--- src/cslc_pkg.sv ---
package cslc_pkg;

   localparam int RPM_W     = 16;
   localparam int THRESH_W  = 13;
   localparam int TIME_W    = 16;
   localparam int TIMER_W   = 17;
   localparam int CSR_IDX_W = 3;
   localparam int CSR_DATA_W = 16;

   localparam logic [TIMER_W-1:0] TIMER_MAX = {TIMER_W{1'b1}};

   // Map modes
   localparam logic [1:0] MODE_NORMAL    = 2'd0;
   localparam logic [1:0] MODE_RACE      = 2'd1;
   localparam logic [1:0] MODE_EMERGENCY = 2'd2;
   localparam logic [1:0] MODE_NONE      = 2'd3;

   // Register indexes
   localparam logic [CSR_IDX_W-1:0] CSR_INTAKE_NORMAL  = 3'd0;
   localparam logic [CSR_IDX_W-1:0] CSR_EXHAUST_NORMAL = 3'd1;
   localparam logic [CSR_IDX_W-1:0] CSR_INTAKE_RACE    = 3'd2;
   localparam logic [CSR_IDX_W-1:0] CSR_EXHAUST_RACE   = 3'd3;
   localparam logic [CSR_IDX_W-1:0] CSR_LOCKOUT_TIME   = 3'd4;

   // Register reset values
   localparam logic [THRESH_W-1:0] RST_INTAKE_NORMAL  = 13'd5000;
   localparam logic [THRESH_W-1:0] RST_EXHAUST_NORMAL = 13'd5500;
   localparam logic [THRESH_W-1:0] RST_INTAKE_RACE    = 13'd4500;
   localparam logic [THRESH_W-1:0] RST_EXHAUST_RACE   = 13'd5000;
   localparam logic [TIME_W-1:0]   RST_LOCKOUT_TIME   = 16'd500;

   typedef struct packed {
      logic [1:0]        map_mode;
      logic              engine_running;
      logic [RPM_W-1:0]  rpm;
      logic [TIME_W-1:0] elapsed;
   } req_type;

   typedef struct packed {
      logic intake_high;
      logic exhaust_high;
      logic intake_locked;
      logic exhaust_locked;
   } rsp_type;

   // Per-cam control decoded from the map mode
   typedef struct packed {
      logic follow;      // track rpm against threshold
      logic force_high;  // request high lobe unconditionally
   } cam_ctl_type;

   // Per-cam status after the tick
   typedef struct packed {
      logic on;
      logic lock;
   } cam_status_type;

endpackage

--- src/cslc_cam.sv ---
module cslc_cam (
   input  logic                              clock,
   input  logic                              reset,
   input  logic                              advance,
   input  cslc_pkg::cam_ctl_type             ctl,
   input  logic [cslc_pkg::RPM_W-1:0]        rpm,
   input  logic [cslc_pkg::THRESH_W-1:0]     threshold,
   input  logic [cslc_pkg::TIME_W-1:0]       elapsed,
   input  logic [cslc_pkg::TIME_W-1:0]       lockout_time,
   output cslc_pkg::cam_status_type          status
);
   import cslc_pkg::*;

   logic               on_ff, on_in;
   logic               lock_ff, lock_in;
   logic [TIMER_W-1:0] timer_ff, timer_in;

   logic               at_speed;
   logic               attempt;
   logic               want_high;
   logic               sw_on, sw_lock;
   logic [TIMER_W:0]   sum;

   always_comb begin
      at_speed  = rpm >= {{(RPM_W-THRESH_W){1'b0}}, threshold};
      want_high = ctl.force_high | at_speed;
      attempt   = ctl.force_high | (ctl.follow & (at_speed != on_ff));

      // switch request, ignored while locked out
      if (attempt && !lock_ff) begin
         sw_on   = want_high;
         sw_lock = 1'b1;
      end else begin
         sw_on   = on_ff;
         sw_lock = lock_ff;
      end

      // lockout timer, saturating add
      sum      = {1'b0, timer_ff} + {{(TIMER_W+1-TIME_W){1'b0}}, elapsed};
      on_in    = sw_on;
      lock_in  = sw_lock;
      timer_in = timer_ff;
      if (sw_lock) begin
         if (timer_ff >= {{(TIMER_W-TIME_W){1'b0}}, lockout_time}) begin
            lock_in  = 1'b0;
            timer_in = '0;
         end else if (sum[TIMER_W]) begin
            timer_in = TIMER_MAX;
         end else begin
            timer_in = sum[TIMER_W-1:0];
         end
      end
   end

   always_ff @(posedge clock) begin
      if (reset) begin
         on_ff    <= 1'b0;
         lock_ff  <= 1'b1;
         timer_ff <= '0;
      end else if (advance) begin
         on_ff    <= on_in;
         lock_ff  <= lock_in;
         timer_ff <= timer_in;
      end
   end

   assign status.on   = on_in;
   assign status.lock = lock_in;

endmodule

--- src/cam_switch_lockout_controller_unit.sv ---
// A request passes through the input register, then the result register; the input
// register advances only while the result register is free or being drained.
// Throughput: one tick per cycle while rsp_stall is low; the cam update is a compare
// and a 17-bit saturating add between the input register and the result register.
// Reset (synchronous, active high): both cams on the low lobe and locked, timers at zero,
// thresholds and lockout time at their defaults, both pipeline stages empty.
module cam_switch_lockout_controller_unit (
   input  logic                                 clock,
   input  logic                                 reset,
   input  logic                                 req_valid,
   output logic                                 req_stall,
   input  cslc_pkg::req_type                    req_data,
   output logic                                 rsp_valid,
   input  logic                                 rsp_stall,
   output cslc_pkg::rsp_type                    rsp_data,
   input  logic                                 csr_we,
   input  logic [cslc_pkg::CSR_IDX_W-1:0]       csr_index,
   input  logic [cslc_pkg::CSR_DATA_W-1:0]      csr_wdata
);
   import cslc_pkg::*;

   // Configuration registers
   logic [THRESH_W-1:0] intake_normal_ff, exhaust_normal_ff;
   logic [THRESH_W-1:0] intake_race_ff, exhaust_race_ff;
   logic [TIME_W-1:0]   lockout_time_ff;

   // Input stage
   logic    s1_valid_ff, s1_valid_in;
   req_type s1_data_ff;

   // Result stage
   logic    rsp_valid_ff, rsp_valid_in;
   rsp_type rsp_data_ff, rsp_data_in;

   logic           advance;
   logic           req_take;
   cam_ctl_type    intake_ctl, exhaust_ctl;
   logic [THRESH_W-1:0] intake_thr, exhaust_thr;
   cam_status_type intake_status, exhaust_status;

   // Register writes: drop unknown indexes, keep only the register's own bits
   always_ff @(posedge clock) begin
      if (reset) begin
         intake_normal_ff  <= RST_INTAKE_NORMAL;
         exhaust_normal_ff <= RST_EXHAUST_NORMAL;
         intake_race_ff    <= RST_INTAKE_RACE;
         exhaust_race_ff   <= RST_EXHAUST_RACE;
         lockout_time_ff   <= RST_LOCKOUT_TIME;
      end else if (csr_we) begin
         case (csr_index)
            CSR_INTAKE_NORMAL:  intake_normal_ff  <= csr_wdata[THRESH_W-1:0];
            CSR_EXHAUST_NORMAL: exhaust_normal_ff <= csr_wdata[THRESH_W-1:0];
            CSR_INTAKE_RACE:    intake_race_ff    <= csr_wdata[THRESH_W-1:0];
            CSR_EXHAUST_RACE:   exhaust_race_ff   <= csr_wdata[THRESH_W-1:0];
            CSR_LOCKOUT_TIME:   lockout_time_ff   <= csr_wdata[TIME_W-1:0];
            default: ;
         endcase
      end
   end

   // Advance the input stage whenever the result register is free or being drained;
   // the cam state updates on exactly that edge, so ticks apply in order.
   assign advance   = s1_valid_ff & (~rsp_valid_ff | ~rsp_stall);
   assign req_stall = s1_valid_ff & ~advance;
   assign req_take  = req_valid & ~req_stall;

   // Mode decode: follow rpm only with the engine running, force high in emergency,
   // no switch attempt in mode none.
   always_comb begin
      intake_ctl  = '0;
      exhaust_ctl = '0;
      intake_thr  = intake_normal_ff;
      exhaust_thr = exhaust_normal_ff;
      case (s1_data_ff.map_mode)
         MODE_NORMAL: begin
            intake_ctl.follow  = s1_data_ff.engine_running;
            exhaust_ctl.follow = s1_data_ff.engine_running;
         end
         MODE_RACE: begin
            intake_ctl.follow  = s1_data_ff.engine_running;
            exhaust_ctl.follow = s1_data_ff.engine_running;
            intake_thr         = intake_race_ff;
            exhaust_thr        = exhaust_race_ff;
         end
         MODE_EMERGENCY: begin
            intake_ctl.force_high  = 1'b1;
            exhaust_ctl.force_high = 1'b1;
         end
         MODE_NONE: ;
         default: ;
      endcase
   end

   cslc_cam u_intake (
      .clock        (clock),
      .reset        (reset),
      .advance      (advance),
      .ctl          (intake_ctl),
      .rpm          (s1_data_ff.rpm),
      .threshold    (intake_thr),
      .elapsed      (s1_data_ff.elapsed),
      .lockout_time (lockout_time_ff),
      .status       (intake_status)
   );

   cslc_cam u_exhaust (
      .clock        (clock),
      .reset        (reset),
      .advance      (advance),
      .ctl          (exhaust_ctl),
      .rpm          (s1_data_ff.rpm),
      .threshold    (exhaust_thr),
      .elapsed      (s1_data_ff.elapsed),
      .lockout_time (lockout_time_ff),
      .status       (exhaust_status)
   );

   always_comb begin
      // input stage: fill on a transfer, empty once advanced
      s1_valid_in = req_take | (s1_valid_ff & ~advance);

      // result stage: load on advance, hold while stalled, drop once taken
      rsp_valid_in = advance | (rsp_valid_ff & rsp_stall);

      rsp_data_in.intake_high    = intake_status.on;
      rsp_data_in.exhaust_high   = exhaust_status.on;
      rsp_data_in.intake_locked  = intake_status.lock;
      rsp_data_in.exhaust_locked = exhaust_status.lock;
   end

   always_ff @(posedge clock) begin
      if (reset) begin
         s1_valid_ff  <= 1'b0;
         rsp_valid_ff <= 1'b0;
      end else begin
         s1_valid_ff  <= s1_valid_in;
         rsp_valid_ff <= rsp_valid_in;
      end
   end

   always_ff @(posedge clock) begin
      if (req_take) begin
         s1_data_ff <= req_data;
      end
      if (advance) begin
         rsp_data_ff <= rsp_data_in;
      end
   end

   assign rsp_valid = rsp_valid_ff;
   assign rsp_data  = rsp_data_ff;

endmodule

--- config.mk ---
export PLATFORM = sky130hd
export DESIGN_NAME = cam_switch_lockout_controller_unit
export DESIGN_NICKNAME = d
export VERILOG_FILES = /design/src/cslc_pkg.sv /design/src/cslc_cam.sv /design/src/cam_switch_lockout_controller_unit.sv
export SDC_FILE = /design/constraint.sdc
export NUM_CORES = 1
export LEC_CHECK = 0
export BUFFER_PORTS_ARGS = -buffer_cell sky130_fd_sc_hd__buf_2
export CAP_MARGIN = 10
export CELL_PAD_IN_SITES_DETAIL_PLACEMENT = 0
export CELL_PAD_IN_SITES_GLOBAL_PLACEMENT = 2
export CORE_MARGIN = 4
export CORE_UTILIZATION = 34
export DETAILED_ROUTE_END_ITERATION = 8
export PLACE_DENSITY_LB_ADDON = 0.2
export SYNTH_ARGS = -nofsm -noshare
export SYNTH_HDL_FRONTEND = slang
export SYNTH_SLANG_ARGS = --single-unit
--- constraint.sdc ---
create_clock -name clock -period 3.3 [get_ports clock]
set_clock_uncertainty 0.05 [all_clocks]
set_input_delay 0.495 -clock clock [delete_from_list [all_inputs] [get_ports clock]]
set_output_delay 0.495 -clock clock [all_outputs]
set_load 0.005 [all_outputs]
==> qor.yml <==
global_routing:
  grt_usage: 0.165
  overflow: 0
  grt_pass1_wl_um: 34700
  grt_pass1_vias: 6342
  antenna_found_initial: 0
  grt_start_max_net_pins: 65
power:
  leakagePower_nw: 4.39
  finalPower_mw: 5.26
  ir_drop_uv: 292
  powerDensity_mw_per_mm2: 523
logic_synthesis:
  synth-edff-count: 39
  synthCells: 921
  ys_ff_latch: 147
  yosysWarnings: 0
  synth_fp_nets: 1072
  synth_cell_types: 68
  synth-main-ff-cell: "dfxtp_1"
  ys_top_cells_by_count: "nand2_1, dfxtp_1, ha_1, a21oi_1, nor2_1"
  synthArstFlopShare: 0
  synthTopCellsByArea: "dfxtp_1, edfxtp_1, ha_1, nand2_1, a21oi_1"
  yosysSeqAreaShare: 0.401
  syn_area_per_cell_um2: 9.03
  syn-cell-area_mm2: 0.00832
  synth_top_cell_area_share: 0.260
  synth_top_cell_by_area: "dfxtp_1"
  synthMostInstantiatedCell: "nand2_1"
placed_design:
  place_area_mm2: 0.00921
  post-place-ws_ps: -86.2
  gp_congestion: 0.782
  port_buffers: 64
  dp_hpwl_um: 16500
floorplan:
  num_rows: 56
  die-height_um: 164
  num_io_pins: 65
  start_util: 0.350
  coreArea_mm2: 0.0238
  dieArea_mm2: 0.0270
  fp.dieW_um: 164
drt:
  first_pass_iters: 4
  vias: 6610
  drtIter0Drc: 362
  wl_um: 22100
  wl_per_cell_um: 16.4
  final_antenna_net_count: 0
  drc: 0
  viasPerCell: 4.91
run_status:
  status: "finished with violations"
  violations: "setup timing"
setup_path:
  crit_fanout: 15
  cp.required_ps: 3590
  path_class: "reg -> reg"
  worstSetupEndpointType: "flop"
  worstPathArrival_ps: 3630
  start_kind: "flop"
clock_tree:
  clockRootBuffer: "clkbuf_16"
  clock_sinks: 147
  clockBufferDepth: 2
  htreeDepth: 4
  hold_buffers: 0
  clkTransAtPathRegs_ps: 80
  clk_latency_ps: 440
  numCtsBuffers: 17
  cts_tree: "yes"
sta:
  period_share: 1.01
  setup_viol: 1
  worst_pin_slew_ps: 720
  fmax_mhz: 299
  worst_slack_ps: -45.9
  slew_headroom: 0.519
  rsz0062_at_grt: "true"
  final_max_slew_viol_count: 0
  finalCriticalPeriod_ps: 3350
  hold_violations: 0
final_layout:
  fin_area_mm2: 0.0101
  n_antenna_cell: 0
  fin_util: 0.423
  drive_gt1_frac: 0.177
  final_nets: 1164
  multi_input_area_mm2: 0.00486
  regArea_mm2: 0.00333
  final.fill_count: 2364
  syn_to_final_growth_pct: 20.9
hold_path:
  min_path_type: "in -> reg"
run:
  max-cap-violations: 0
-- cell usage in the layout, fill, tap and decap left out, drive strengths merged, types with 3 or more instances in the layout --
cell type	count
inv	42
mux2i	39
xor2	13
nand3	18
nor3	15
o21bai	6
and3	8
or2	3
xnor2	12
nand4	6
ha	90
nand2	174
o21a	7
buf	102
o31ai	5
a221oi	3
and2	3
and3b	4
o211ai	5
a211o	11
nor2b	11
nand2b	11
a21oi	83
clkbuf	19
a31oi	3
edfxtp	39
a211oi	10
nor4	4
dfxtp	108
a21o	10
clkinvlp	3
o21ai	38
o2bb2ai	5
nand3b	23
nor2	64
-- sequential cells by signal, indices dropped and copies added (netlist names), 4 cells and up --
signal,count
u_intake.timer_ff,17
exhaust_normal_ff,13
exhaust_race_ff,13
intake_race_ff,13
s1_data_ff,35
u_exhaust.timer_ff,17
rsp_data,4
intake_normal_ff,13
lockout_time_ff,16
-- metrics by stage --
step	setup TNS (ps)	hold WS (ps)	cells
floorplan	0	383	921
global placement	-274	391	1301
detailed placement	-968	396	1301
CTS	-41.6	161	1333
global route	-1280	156	1345
finish	-45.9	180	1345
-- cells by family after synthesis --
group,share of synthesized area
flip-flops,0.401
AND/OR/NAND/NOR,0.202
adder cells (fa/ha/maj),0.140
buffers and inverters,0.0302
AO/OA/AOI/OAI,0.151
multiplexers,0.0496
XOR/XNOR,0.0263
-- repair_timing --
item	CTS	global route
resized for setup	5	32
pin swaps	0	9
buffers inserted	0	10
gates cloned	0	2
endpoints found under the setup margin	22	35
-- metal layers --
metal	part of all wire	vias up	track usage
met1	0.53	3042	0.243
met5	0	-	0
met4	0.0098	0	0.0439
met3	0.030	15	0.0319
li1	-	3470	-
met2	0.43	83	0.247
-- final cells by class --
type                            count  share of cell area
Multi-Input combinational cell    711               0.484
Sequential cell                   147               0.332
Timing Repair Buffer              104              0.0747
Clock buffer                       17              0.0423
Tap cell                          319              0.0397
Clock inverter                     15              0.0161
Inverter                           32              0.0119
-- worst max-delay path, cell delays in order, from the launching register on --
cell and delay [ps]:
edfxtp_1 440, nand2b_4 150, buf_12 150, mux2_2 330, ha_1 260, nand2b_1 140, a31oi_1 180, o21ai_2 80
o41a_1 470, mux2i_2 280, a21oi_2 110, buf_12 180, or3b_1 350, o31ai_1 70
-- final timing paths --
path	end	slack, ps	cells after the start	startpoint
max	u_intake.timer_ff[15]	-50	13	s1_data_ff[33]
min	s1_data_ff[17]	180	1	req_data[17]
max reg2reg	u_intake.timer_ff[15]	-50	13	s1_data_ff[33]
min reg2reg	intake_race_ff[5]	400	2	intake_race_ff[5]
-- where the power goes --
part	switching (mW)	internal [mW]
Clock	0.898	1.08
Combinational	0.665	0.537
Sequential	0.109	1.97
Total	1.67	3.59
No activity file was read; power rests on OpenSTA's default activity.
